===== src/rtl/mte_pkg.sv =====
// ----------------------------------------------------------------------------
// mte_pkg
// Shared types and codes for the multiset table engine.
// ----------------------------------------------------------------------------
package mte_pkg;

  localparam int unsigned DefCapacity   = 64;
  localparam int unsigned DefValueWidth = 32;

  localparam int unsigned OpW     = 3;
  localparam int unsigned PortValW = 32;
  localparam int unsigned DrawW   = 16;
  localparam int unsigned AnsW    = 32;
  localparam int unsigned StatW   = 2;
  localparam int unsigned OccW    = 7;

  localparam int unsigned InDataW  = 56;
  localparam int unsigned OutDataW = 48;

  typedef enum logic [OpW-1:0] {
    OP_INSERT    = 3'd0,
    OP_ERASE_ONE = 3'd1,
    OP_ERASE_ALL = 3'd2,
    OP_COUNT     = 3'd3,
    OP_GRAB      = 3'd4
  } op_e;

  typedef enum logic [StatW-1:0] {
    ST_OK        = 2'd0,
    ST_NOT_FOUND = 2'd1,
    ST_EMPTY     = 2'd2,
    ST_FULL      = 2'd3
  } status_e;

  // Broadcast command to every cell of the chain.
  typedef struct packed {
    logic push;      // every cell takes its upper neighbor, cell 0 takes the new value
    logic drop;      // remove the entry under the token, head fills the hole
    logic tok_load;  // place the token at the given index
    logic tok_step;  // token moves one cell away from the head
  } mte_ctl_t;

endpackage


===== src/rtl/mte_mod.sv =====
// ----------------------------------------------------------------------------
// mte_mod
// Bit-serial restoring remainder: dividend mod divisor, one bit per cycle.
// ----------------------------------------------------------------------------
module mte_mod
  import mte_pkg::*;
#(
  parameter int unsigned CNT_W = 7
) (
  input  logic             clk_i,
  input  logic             rst_ni,
  input  logic             start_i,
  input  logic [DrawW-1:0] dividend_i,
  input  logic [CNT_W-1:0] divisor_i,
  output logic             done_o,
  output logic [CNT_W-1:0] rem_o
);

  localparam int unsigned BitCntW = $clog2(DrawW);

  logic               busy_q, busy_d;
  logic               done_q, done_d;
  logic [BitCntW-1:0] bit_q, bit_d;
  logic [DrawW-1:0]   num_q, num_d;
  logic [CNT_W-1:0]   div_q, div_d;
  logic [CNT_W:0]     rem_q, rem_d;
  logic [CNT_W:0]     trial;

  always_comb begin
    busy_d = busy_q;
    done_d = 1'b0;
    bit_d  = bit_q;
    num_d  = num_q;
    div_d  = div_q;
    rem_d  = rem_q;
    trial  = {rem_q[CNT_W-1:0], num_q[DrawW-1]};
    if (start_i) begin
      busy_d = 1'b1;
      bit_d  = BitCntW'(DrawW - 1);
      num_d  = dividend_i;
      div_d  = divisor_i;
      rem_d  = '0;
    end else if (busy_q) begin
      num_d = {num_q[DrawW-2:0], 1'b0};
      rem_d = (trial >= {1'b0, div_q}) ? trial - {1'b0, div_q} : trial;
      bit_d = bit_q - 1'b1;
      if (bit_q == '0) begin
        busy_d = 1'b0;
        done_d = 1'b1;
      end
    end
  end

  always_ff @(posedge clk_i) begin
    num_q <= num_d;
    div_q <= div_d;
    rem_q <= rem_d;
  end

  always_ff @(posedge clk_i or negedge rst_ni) begin
    if (!rst_ni) begin
      busy_q <= 1'b0;
      done_q <= 1'b0;
      bit_q  <= '0;
    end else begin
      busy_q <= busy_d;
      done_q <= done_d;
      bit_q  <= bit_d;
    end
  end

  assign done_o = done_q;
  assign rem_o  = rem_q[CNT_W-1:0];

endmodule


===== config.mk =====
export PLATFORM = sky130hd
export DESIGN_NAME = mte_mod
export DESIGN_NICKNAME = d
export VERILOG_FILES = /design/src/rtl/mte_pkg.sv /design/src/rtl/mte_mod.sv
export SDC_FILE = /design/constraint.sdc
export NUM_CORES = 1
export LEC_CHECK = 0
export ABC_AREA = 1
export BUFFER_PORTS_ARGS = -buffer_cell sky130_fd_sc_hd__buf_4
export CAP_MARGIN = 20
export CORE_MARGIN = 2
export CORE_UTILIZATION = 49
export DETAILED_ROUTE_END_ITERATION = 10
export PLACE_DENSITY = 0.74
export SYNTH_ARGS = -nofsm -noshare
export SYNTH_HDL_FRONTEND = slang
export SYNTH_SLANG_ARGS = --single-unit

===== constraint.sdc =====
create_clock -name clk_i -period 1.6 [get_ports clk_i]
set_input_delay 0.24 -clock clk_i [delete_from_list [all_inputs] [get_ports clk_i]]
set_output_delay 0.24 -clock clk_i [all_outputs]
set_load 0.05 [all_outputs]

==> impl_results.md <==
* Yosys cell types at 25
* Critical path buffer and inverter count at 3
* Overall overflow remaining after global route at 0
* Routed vias/inst at 4.74
* Initial Util at 50.6%
* Total clock buffers created by CTS at 5
* Leak Pwr at 1.25 nW
* Area of the mapped netlist at 0.00185 sq mm
* Count of non-filler cells in the finished layout at 322
* Seq/Total Area, Yosys at 52.9%
* Maximum number of pins on one net before global-route repair at 18
* First-pass detailed-route iteration total at 4
* Overall routing resource usage at 19.6%
* Transition time at the pin with the least slew margin at 238 ps
* Total of fill cells in the finished design at 302
* Post-synthesis area per instance at 8.62 sq um
* Post-route minimum period at 1730 ps
* Crit path setup slack, layout at -132 ps
* NumNets Final at 308
* Largest delay contributor family on the critical path: adder cells
* Flip-flop and latch area at 988 sq um
* RSZ-0062 raised after global routing: yes
* Routed wirelength normalized by instance count at 11.5 microns
* Largest fanout on the critical path at 3
* Vert. Die Dim at 65.5 microns
* Share of layout cells above drive strength 1 at 29.6%
* Area of the die at 0.00429 sq mm
* Critical path cell sequence: inv_2 > ha_4 > inv_2 > fa_2 > nand3_2 > nand3_4 > buf_4 > xnor2_2 > nand2_1 > nand3_1 > nand2_1
* Weighted congestion at the end of routability-driven global placement at 0.859
* Total of max-cap violations at 0
* DRC Markers at 0
* Latest clock arrival within the worst-skew pair at 300 ps
* Root cell of the clock tree: sky130_fd_sc_hd__clkbuf_8
* Final hold vios at 0
* Num rows at 22
* Boundary Pins at 34
* Post-Route WL at 3700 microns
* Horizontal die dimension at 65.5 microns
* Number of diodes at 0
* Data arrival time of the worst path at 1930 ps
* Synth top area cells: sky130_fd_sc_hd__edfxtp_1 (37%), sky130_fd_sc_hd__nand2_1 (18%), sky130_fd_sc_hd__dfrtp_1 (8.1%), sky130_fd_sc_hd__dfxtp_1 (7.6%), sky130_fd_sc_hd__ha_1 (5.4%)
* Max-slew violation count at 0
* Clock transition at the registers of the reported paths at 80 ps
* Crit path kind: register to register
* Final Skew at 8.58 ps
* Result of the run: finished with violations
* Maximum achievable frequency at 577 MHz
* Clock tree from TritonCTS: done
* Final count of negative-setup-slack endpoints at 7
* Number of clock sinks seen by CTS at 36
* Core area at 0.00366 sq mm
* Detailed-routing wirelength on met1 at 1710 microns
* Violations in the final reports: setup timing
* Routed wl met3 at 151 microns
* Via count of the first global-routing pass at 1413
* Total via count in the routed design at 1525
* Highest routed layer: met4
* Buffer depth of the longest clock path at 2
* First-pass GRT wire length at 6230 microns
* Area added between synthesis and finish at 33.8%
* Worst-case vdd ir drop at 0.742 mV
* Type of element launching the critical path: register
* Portion of synthesized cell area occupied by the leading cell type at 37.3%
* Post-layout power at 3.91 mW
* Slowest CP cell: sky130_fd_sc_hd__edfxtp_1
* Antenna violations before repair at 0
* Port-buffer cells at 33
* Period utilisation layout at 108%
* Synthesis warning total at 0
* Post-Synthesis Net Count at 250
* Data required time of the worst path at 1800 ps
* Largest stage delay on the critical path at 400 ps
* Share of the core filled with cells in the final layout at 67.7%
* Relative slew slack at 84.1%
* Area used by multi-input combinational logic at 811 sq um
* Seq cells post-synth at 36
* Number of cells after detailed placement at 310
* Met2 WL at 1800 microns
* Pwr dens at 1580 mW/mm^2
* # H-tree levels at 2
* Post-DRT Antenna Nets at 0
* Endpoint class of the critical path: register
* HPWL after detailed placement at 2650 microns
* Synthesized instance count at 215
* Initial detailed-routing violation count at 100
* Classification of the worst-slack hold path: input port to register
* Largest area contributor in the synthesized netlist: sky130_fd_sc_hd__edfxtp_1
==> sequential cells by signal, indices dropped and copies added (netlist names) <==
signal	cells
done_o	1
busy_q	1
num_q	16
bit_q	4
div_q	7
rem_q	7
==> stage by stage <==
step | TNS, ps | worst slack, ps | hold WS, ps | cell area [sq um]
finish | -713 | -132 | 117 | 2480
global route | -1440 | -234 | 105 | 2480
CTS | -646 | -114 | 110 | 2470
detailed placement | -1170 | -181 | 51.2 | 2310
global placement | -846 | -127 | 50.5 | 2310
floorplan | -523 | -76.2 | -55.6 | 1890
==> final timing paths <==
check / end / slack, ps / start / cells after the start
setup / recovery: rem_q[4] / -130 / num_q[15] / 11
hold / removal: div_q[6] / 120 / divisor_i[6] / 1
setup reg to reg: rem_q[4] / -130 / num_q[15] / 11
hold reg to reg: rem_q[5] / 480 / rem_q[5] / 2
max in group asynchronous: bit_q[2] / 1200 / rst_ni / 2
min in group asynchronous: bit_q[0] / 290 / rst_ni / 2
==> cells in the mapped netlist <==
library cell,number
sky130_fd_sc_hd__a21oi_1,3
sky130_fd_sc_hd__buf_2,1
sky130_fd_sc_hd__nor2_2,2
sky130_fd_sc_hd__xnor2_1,2
sky130_fd_sc_hd__nor3b_1,1
sky130_fd_sc_hd__clkinv_1,1
sky130_fd_sc_hd__clkbuf_1,1
sky130_fd_sc_hd__edfxtp_1,23
sky130_fd_sc_hd__nand3b_1,5
sky130_fd_sc_hd__a22oi_1,1
sky130_fd_sc_hd__inv_1,26
sky130_fd_sc_hd__buf_1,1
sky130_fd_sc_hd__or2_4,1
sky130_fd_sc_hd__a21oi_4,1
sky130_fd_sc_hd__dfrtp_1,6
sky130_fd_sc_hd__nand2_1,91
sky130_fd_sc_hd__nand3_4,1
sky130_fd_sc_hd__nor2_1,8
sky130_fd_sc_hd__fa_1,1
sky130_fd_sc_hd__dfxtp_1,7
sky130_fd_sc_hd__ha_1,8
sky130_fd_sc_hd__nand4_1,2
sky130_fd_sc_hd__o21ai_2,1
sky130_fd_sc_hd__o21ai_0,4
sky130_fd_sc_hd__nand3_1,17
==> what timing repair did <==
action | in CTS | in global routing
pin swaps | 11 | 4
setup endpoints to repair | 7 | 7
hold buffers | 1 | 0
endpoints found under the hold margin | 6 | 0
buffers inserted | 3 | 0
gates resized for setup | 3 | 1
==> cells in the final DEF (no fill, tap or decap), drive strengths merged <==
master	count
ha	8
fa	1
nor3b	1
nor2	10
a22oi	1
bufinv	1
xnor2	2
edfxtp	23
dfrtp	6
dlygate4sd3	1
clkinv	2
nand2	91
o21ai	5
inv	26
clkbuf	5
dfxtp	7
a21oi	4
nand3b	5
nand4	2
buf	53
or2	1
nand3	18
clkinvlp	1
==> cells by family (layout without fill, tap and decap cells) <==
logic type               after synthesis  after routing  share of synthesized area [%]
AO/OA/AOI/OAI                         10             10                           3.65
flip-flops                            36             36                           52.9
buffers and inverters                 30             89                           6.14
XOR/XNOR                               2              2                          0.945
adder cells (fa/ha/maj)                9              9                           6.48
AND/OR/NAND/NOR                      128            128                           29.8
==> final cells by class <==
class	instances	share of cell area (%)
Clock buffer	5	2.77
Sequential cell	36	39.9
Tap cell	48	2.42
Timing Repair Buffer	54	16.4
Multi-Input combinational cell	149	32.7
Clock inverter	3	1.72
Inverter	27	4.09
==> power breakdown <==
| group | switching (mW) | leakage (nW) | total [mW] | internal (mW) |
|---|---|---|---|---|
| clock | 0.345 | 0.0541 | 0.806 | 0.461 |
| sequential | 0.0969 | 0.367 | 1.25 | 1.15 |
| combinational | 1.08 | 0.825 | 1.86 | 0.783 |
| total | 1.52 | 1.25 | 3.91 | 2.39 |
==> per-layer routing <==
layer | vias to the layer above | GRT usage, %
met5 | - | 0
met4 | 0 | 7.81
met3 | 4 | 5.14
met2 | 37 | 31.9
met1 | 680 | 24.8
li1 | 804 | -
No activity file was read; power rests on OpenSTA's default activity.
