<file path="src/rtl/mte_pkg.sv">
// ----------------------------------------------------------------------------
// mte_pkg
// Shared types and codes for the multiset table engine.
// ----------------------------------------------------------------------------
package mte_pkg;

  localparam int unsigned DefCapacity   = 64;
  localparam int unsigned DefValueWidth = 32;

  localparam int unsigned OpW     = 3;
  localparam int unsigned PortValW = 32;
  localparam int unsigned DrawW   = 16;
  localparam int unsigned AnsW    = 32;
  localparam int unsigned StatW   = 2;
  localparam int unsigned OccW    = 7;

  localparam int unsigned InDataW  = 56;
  localparam int unsigned OutDataW = 48;

  typedef enum logic [OpW-1:0] {
    OP_INSERT    = 3'd0,
    OP_ERASE_ONE = 3'd1,
    OP_ERASE_ALL = 3'd2,
    OP_COUNT     = 3'd3,
    OP_GRAB      = 3'd4
  } op_e;

  typedef enum logic [StatW-1:0] {
    ST_OK        = 2'd0,
    ST_NOT_FOUND = 2'd1,
    ST_EMPTY     = 2'd2,
    ST_FULL      = 2'd3
  } status_e;

  // Broadcast command to every cell of the chain.
  typedef struct packed {
    logic push;      // every cell takes its upper neighbor, cell 0 takes the new value
    logic drop;      // remove the entry under the token, head fills the hole
    logic tok_load;  // place the token at the given index
    logic tok_step;  // token moves one cell away from the head
  } mte_ctl_t;

endpackage

</file>
<file path="src/rtl/mte_cell.sv">
// ----------------------------------------------------------------------------
// mte_cell
// One entry of the chain. Cell 0 holds the head; a scan token walks down.
// ----------------------------------------------------------------------------
module mte_cell
  import mte_pkg::*;
#(
  parameter int unsigned VALUE_WIDTH = DefValueWidth,
  parameter int unsigned IDX_W       = 6,
  parameter int unsigned IDX         = 0
) (
  input  logic                   clk_i,
  input  logic                   rst_ni,
  input  mte_ctl_t               ctl_i,
  input  logic [IDX_W-1:0]       tok_idx_i,
  input  logic [VALUE_WIDTH-1:0] up_val_i,
  input  logic [VALUE_WIDTH-1:0] down_val_i,
  input  logic [VALUE_WIDTH-1:0] head_val_i,
  input  logic                   tok_up_i,
  input  logic                   tok_down_i,
  input  logic [VALUE_WIDTH-1:0] target_i,
  output logic [VALUE_WIDTH-1:0] val_o,
  output logic                   tok_o,
  output logic                   hit_o
);

  logic [VALUE_WIDTH-1:0] val_q, val_d;
  logic                   tok_q, tok_d;

  always_comb begin
    val_d = val_q;
    if (ctl_i.push) begin
      val_d = up_val_i;
    end else if (ctl_i.drop) begin
      // The cell just above the hole receives the old head; the rest move up.
      val_d = tok_down_i ? head_val_i : down_val_i;
    end
  end

  always_comb begin
    tok_d = tok_q;
    if (ctl_i.tok_load) begin
      tok_d = (tok_idx_i == IDX_W'(IDX));
    end else if (ctl_i.tok_step) begin
      tok_d = tok_up_i;
    end
  end

  always_ff @(posedge clk_i) begin
    val_q <= val_d;
  end

  always_ff @(posedge clk_i or negedge rst_ni) begin
    if (!rst_ni) begin
      tok_q <= 1'b0;
    end else begin
      tok_q <= tok_d;
    end
  end

  assign val_o = val_q;
  assign tok_o = tok_q;
  assign hit_o = tok_q && (val_q == target_i);

endmodule

</file>
<file path="config.mk">
export PLATFORM = sky130hd
export DESIGN_NAME = mte_cell
export DESIGN_NICKNAME = d
export VERILOG_FILES = /design/src/rtl/mte_pkg.sv /design/src/rtl/mte_cell.sv
export SDC_FILE = /design/constraint.sdc
export NUM_CORES = 1
export LEC_CHECK = 0
export BUFFER_PORTS_ARGS = -buffer_cell sky130_fd_sc_hd__buf_4
export CORE_ASPECT_RATIO = 0.9
export CORE_MARGIN = 2
export CORE_UTILIZATION = 38
export CTS_CLUSTER_DIAMETER = 30
export DETAILED_ROUTE_END_ITERATION = 6
export GPL_TIMING_DRIVEN = 0
export PLACE_DENSITY = 0.86
export SLEW_MARGIN = 20
export SYNTH_ARGS = -nofsm -noshare
export SYNTH_HDL_FRONTEND = slang
export SYNTH_SLANG_ARGS = --single-unit
</file>
<file path="constraint.sdc">
create_clock -name clk_i -period 2.2 [get_ports clk_i]
set_clock_uncertainty 0.05 [all_clocks]
set_input_delay 0.66 -clock clk_i [delete_from_list [all_inputs] [get_ports clk_i]]
set_output_delay 0.66 -clock clk_i [all_outputs]
set_load 0.03 [all_outputs]
</file>
==> flow_summary.json, run 1 <==
{
  "outcome": "finished with violations",
  "violations": "negative setup slack",
  "rr_worst_depth": 2,
  "drcViolationCount": 0,
  "path_depth": 6,
  "worstMarginPinSlew_ns": 0.747,
  "dieHeight_um": 73.4,
  "grt_pass1_vias": 2171,
  "hpwl_um": 5610,
  "drive_above_1_share_pct": 51.2,
  "period_needed_ns": 2.57,
  "vias_per_cell": 4.84,
  "first_iter_violations": 76,
  "rows": 25,
  "dieArea_um2": 5950,
  "clk_latency_ns": 0.27,
  "max_stage_delay_ns": 0.33,
  "vias": 2118,
  "slew_viol_final": 0,
  "diodes": 0,
  "ys.warnings.count": 0,
  "slowest_stage": "nor4_1",
  "pre_cts_ws_ns": -0.379,
  "wl_per_cell_um": 15.4,
  "cts_root_buf": "clkbuf_8",
  "synth_fp_nets": 332,
  "hold_path_class": "in2async",
  "ys_ff_latch": 33,
  "postRouteAntennaNets": 0,
  "antenna_found_initial": 0,
  "htree_levels": 2,
  "finalCritPeriodShare_pct": 117,
  "initial_core_util_pct": 39.2,
  "synth_area_um2": 2030,
  "syn-instance-count": 190,
  "gp_congestion": 0.759,
  "synth.avg_cell_area_um2": 10.7,
  "required_ns": 1.49,
  "setup_viol": 1,
  "reg2reg_from": "tok_o",
  "endpoint_kind": "output port",
  "arrival_ns": 1.86,
  "yosys.cell_types.count": 17,
  "post_cts_buffers": 0,
  "syn_to_final_growth_pct": 74.8,
  "fin_setup_tns_ns": -0.369,
  "relSlewSlack_pct": 50.2,
  "fin_hold_ws_ns": 0.0985,
  "ys_seq_area_share_pct": 48.5,
  "die_w_um": 81.1,
  "drtPass1Iterations": 5,
  "layout.nets": 512,
  "mostFrequentLayoutCell": "buf_4",
  "critPathMaxFanout": 1,
  "ir_drop_mv": 0.317,
  "finalHoldViolations": 0,
  "layout_common_cells": "172 x buf_4, 33 x mux2i_1, 33 x o21ai_0",
  "grt_overflow": 0,
  "coreArea_um2": 5190,
  "io_pins": 176,
  "path_clk_slew_ns": 0.06,
  "cts_tree": "done",
  "numCtsBuffers": 5,
  "r2r_end": "tok_o",
  "fmax_ghz": 0.389,
  "dpl.cell_count": 430,
  "p_leak_uw": 0.00173,
  "port_buffers": 173,
  "critPathTopFamily": "simple AND/OR/NAND/NOR gates",
  "grt_max_degree": 33,
  "path_buf_inv": 2,
  "rrSetupSlack_ns": 1.42,
  "grt_pass1_wl_um": 9860,
  "fin_ws_ns": -0.369,
  "drt_wl_total_um": 6730,
  "cp_cell_sequence": "buf_4, xor2_1, nor4_1, nand3_1, nor3_4, buf_6",
  "setup.worst_path.start_class": "primary input",
  "power_density_nw_per_um2": 553,
  "drv_cap": 0,
  "cts.sinks": 33,
  "grt_use_total_pct": 22.3,
  "fin_cells": 438,
  "clk_path_buf_depth": 2,
  "path_class": "in2out",
  "rsz0062_at_grt": "yes"
}
-- per-stage QoR --
| stage | utilization [%] | area [µm²] | power [µW] |
|---|---|---|---|
| after global placement | 65.9 | 3420 | 1490 |
| after CTS | 68.3 | 3550 | 1980 |
| final | 68.4 | 3550 | 1970 |
| after detailed placement | 65.9 | 3420 | 1520 |
| after floorplan | - | 2040 | 1150 |
| after global routing | 68.4 | 3550 | 2060 |
-- report_power, final --
group          internal, µW  leakage [µW]  switching [µW]
Combinational           339       0.00134             336
Sequential              780      0.000343            52.9
Clock                   255     0.0000455             203
Total                  1370       0.00173             592
-- registers in the layout, summed over array words and instances (netlist names) --
register / cells
tok_o: 1
val_o: 32
-- how the worst max path moves through the flow --
| stage | to | slack [ns] | start |
|---|---|---|---|
| floorplan | hit_o | -0.09 | target_i[15] |
| global placement | hit_o | -0.40 | target_i[22] |
| detailed placement | hit_o | -0.38 | target_i[22] |
| CTS | hit_o | -0.34 | target_i[21] |
| global route | hit_o | -0.40 | target_i[22] |
| finish | hit_o | -0.37 | target_i[15] |
-- cell usage after synthesis --
master	count	area [µm²]
nor3_1	1	5.00
clkbuf_1	6	22.5
nand3_1	3	15.0
buf_2	2	10.0
nor3_2	1	10.0
nand2_1	32	120
o21ai_0	33	165
edfxtp_1	32	961
dfrtp_1	1	25.0
xnor2_1	1	8.76
or2_2	1	6.26
nor4_1	8	50.1
nand4_1	1	6.26
mux2i_1	33	330
nor2_1	1	3.75
xor2_1	31	272
buf_4	3	22.5
-- cells by family (layout without fill, tap and decap cells) --
| group | Yosys count | in the layout | share of synthesized area, % |
|---|---|---|---|
| buffers and inverters | 11 | 192 | 2.71 |
| AO/OA/AOI/OAI | 33 | 33 | 8.12 |
| AND/OR/NAND/NOR | 48 | 48 | 10.6 |
| multiplexers | 33 | 33 | 16.2 |
| XOR/XNOR | 32 | 32 | 13.8 |
| flip-flops | 33 | 33 | 48.5 |
-- layer usage --
metal | vias to the layer above | wire length (µm) | global-route usage, %
li1 | 1040 | - | -
met1 | 966 | 2300 | 23.4
met2 | 100 | 3720 | 42.7
met3 | 12 | 591 | 6.27
met4 | 0 | 123 | 6.97
met5 | - | 0 | 0
-- area by class of cell --
type | instances | area [µm²]
Fill cell | 423 | 1640
Timing Repair Buffer | 173 | 1310
Multi-Input combinational cell | 146 | 1020
Sequential cell | 33 | 986
Clock buffer | 8 | 90.1
Tap cell | 67 | 83.8
Buffer | 11 | 55.1
-- what timing repair did --
item,in CTS,in global routing
resized for setup,6,2
pin swaps,5,5
hold buffers,0,0
endpoints found under the setup margin,1,1
Power figures use the tool's default switching activity.
==> run 2, diff against run 1 <==
--- a/config.mk
+++ b/config.mk
@@ -5,14 +5,16 @@
 export SDC_FILE = /design/constraint.sdc
 export NUM_CORES = 1
 export LEC_CHECK = 0
+export ABC_AREA = 1
 export BUFFER_PORTS_ARGS = -buffer_cell sky130_fd_sc_hd__buf_4
+export CAP_MARGIN = 20
 export CORE_ASPECT_RATIO = 0.9
 export CORE_MARGIN = 2
-export CORE_UTILIZATION = 38
+export CORE_UTILIZATION = 40
 export CTS_CLUSTER_DIAMETER = 30
 export DETAILED_ROUTE_END_ITERATION = 6
 export GPL_TIMING_DRIVEN = 0
-export PLACE_DENSITY = 0.86
+export PLACE_DENSITY = 0.87
 export SLEW_MARGIN = 20
 export SYNTH_ARGS = -nofsm -noshare
 export SYNTH_HDL_FRONTEND = slang
==> run 2 against run 1 <==
Net effect:
- the run still ends with negative setup slack left
- combinational power is 11% higher
- clock power is 3% lower
- global-route usage is 1.1 points higher
- critical endpoint unchanged
- sequential share of layout area is 1.6 points lower
- clock-buffer cell count stayed put
- critical path depth is 1 higher
- register-to-register slack better by 0.02 ns
- utilization is 2.1 points higher
==> flow_summary.json, run 2 <==
{
  "outcome": "finished with violations",
  "violations": "negative setup slack",
  "post_cts_buffers": 0,
  "endpoint_kind": "output port",
  "relSlewSlack_pct": 46.8,
  "hpwl_um": 6270,
  "fin_ws_ns": -0.0467,
  "critPathMaxFanout": 1,
  "coreArea_um2": 5350,
  "setup.worst_path.start_class": "primary input",
  "grt_pass1_vias": 2728,
  "wl_per_cell_um": 13.8,
  "initial_core_util_pct": 42.3,
  "required_ns": 1.49,
  "synth_area_um2": 2260,
  "path_clk_slew_ns": 0.07,
  "power_density_nw_per_um2": 539,
  "hold_buffers": 0,
  "arrival_ns": 1.54,
  "dieArea_um2": 6280,
  "drive_above_1_share_pct": 41.4,
  "die_w_um": 83.3,
  "mostFrequentLayoutCell": "buf_4",
  "synth_edf_count": 32,
  "synth_fp_nets": 458,
  "cts.sinks": 33,
  "diodes": 0,
  "postRouteAntennaNets": 0,
  "dpl.cell_count": 556,
  "async_flop_share_pct": 3.03,
  "antenna_found_initial": 0,
  "clk_latency_ns": 0.28,
  "cts_root_buf": "clkbuf_8",
  "fin_setup_tns_ns": -0.0467,
  "path_class": "in2out",
  "grt_overflow": 0,
  "grt_pass1_wl_um": 11600,
  "syn-instance-count": 316,
  "synth.avg_cell_area_um2": 7.17,
  "period_needed_ns": 2.25,
  "rows": 25,
  "ir_drop_mv": 0.301,
  "finalCritPeriodShare_pct": 102,
  "drt_wl_total_um": 7800,
  "fin_cells": 564,
  "design_area_um2": 3770,
  "post-synth-top-area-cell": "edfxtp_1",
  "largest_register_ffs": 32,
  "port_buffers": 173,
  "io_pins": 176,
  "fmax_ghz": 0.445,
  "ys.warnings.count": 0,
  "rr_worst_depth": 2,
  "placed_area_um2": 3650,
  "drv_cap": 0,
  "vias_per_cell": 4.88,
  "synthTopCellsByArea": "edfxtp_1 42%, nand2_1 15%, a21oi_1 14%",
  "vias": 2754,
  "cts_tree": "done",
  "drtPass1Iterations": 4,
  "yosys.cell_types.count": 23,
  "layout_common_cells": "175 x buf_4, 88 x nand2_1, 65 x a21oi_1",
  "synth_top_area_share_pct": 42.4,
  "worstMarginPinSlew_ns": 0.797,
  "first_iter_violations": 113,
  "layout.nets": 638,
  "dieHeight_um": 75.4,
  "grt_max_degree": 33,
  "synth-main-ff-cell": "edfxtp_1",
  "clk_path_buf_depth": 2,
  "rsz0062_at_grt": "yes",
  "setup_viol": 1,
  "grt_use_total_pct": 23.4,
  "slew_viol_final": 0,
  "htree_levels": 2,
  "yosysMostFrequentCell": "nand2_1",
  "netlist_top_cells_count": "89 x nand2_1, 65 x a21oi_1, 50 x nor2_1",
  "numCtsBuffers": 5,
  "drcViolationCount": 0,
  "ys_ff_latch": 33,
  "hold_path_class": "in2async",
  "gp_congestion": 0.909,
  "finalHoldViolations": 0,
  "p_leak_uw": 0.00195,
  "syn_to_final_growth_pct": 66.6,
  "ys_seq_area_share_pct": 43.5
}
run 2: what timing repair did:
item | in CTS | in global routing
setup endpoints to repair | 1 | 1
pin swaps | 4 | 6
resized for setup | 6 | 6
run 2: final timing paths:
kind,start,endpoint,slack [ns]
worst max-delay path,target_i[4],hit_o,-0.05
worst min-delay path,rst_ni,tok_o,0.08
worst max register to register,tok_o,tok_o,1.44
worst min register to register,tok_o,tok_o,0.56
max in group asynchronous,rst_ni,tok_o,1.94
min in group clk_i,ctl_i[1],tok_o,0.52
run 2: layer usage:
layer | track usage [%] | part of all wire [%]
met1 | 25.8 | 38
met2 | 43.9 | 51
met3 | 5.20 | 7.6
met4 | 11.5 | 3.1
met5 | 0 | 0
run 2: area by class of cell:
type                            instances  area, µm²
Fill cell                             462       1580
Tap cell                               67       83.8
Clock buffer                            8       80.1
Multi-Input combinational cell        230       1060
Timing Repair Buffer                  173       1310
Buffer                                 14        101
Inverter                               39        148
Sequential cell                        33        986
run 2: cells by family after synthesis:
group,synth area share (%)
and+or+nand+nor,25.0
xor gates and xnor gates,3.87
DFF,43.5
buffers and inverters,11.0
AOI/OAI and AO/OA,16.1
muxes,0.442
run 2: through the flow:
step | total power [µW] | worst slack (ns) | utilization (%) | hold slack (ns)
detailed placement | 1580 | -0.154 | 68.2 | 0.386
finish | 2030 | -0.0467 | 70.5 | 0.0837
CTS | 2030 | -0.0620 | 70.2 | 0.0780
floorplan | 1210 | 0.105 | - | 0.314
global placement | 1570 | -0.151 | 68.2 | 0.386
global route | 2120 | -0.112 | 70.5 | 0.0814
run 2: critical path, cell delays in order:
cell and delay (ns):
buf_4 0.12, xnor2_2 0.18, nand2_1 0.08, nor2_1 0.11, nand3_1 0.12, nor2_2 0.13, buf_6 0.14
run 2: power by group:
| group | internal [µW] | switching (µW) |
|---|---|---|
| Clock | 225 | 220 |
| Sequential | 780 | 56.6 |
| Combinational | 359 | 392 |
| Total | 1360 | 669 |
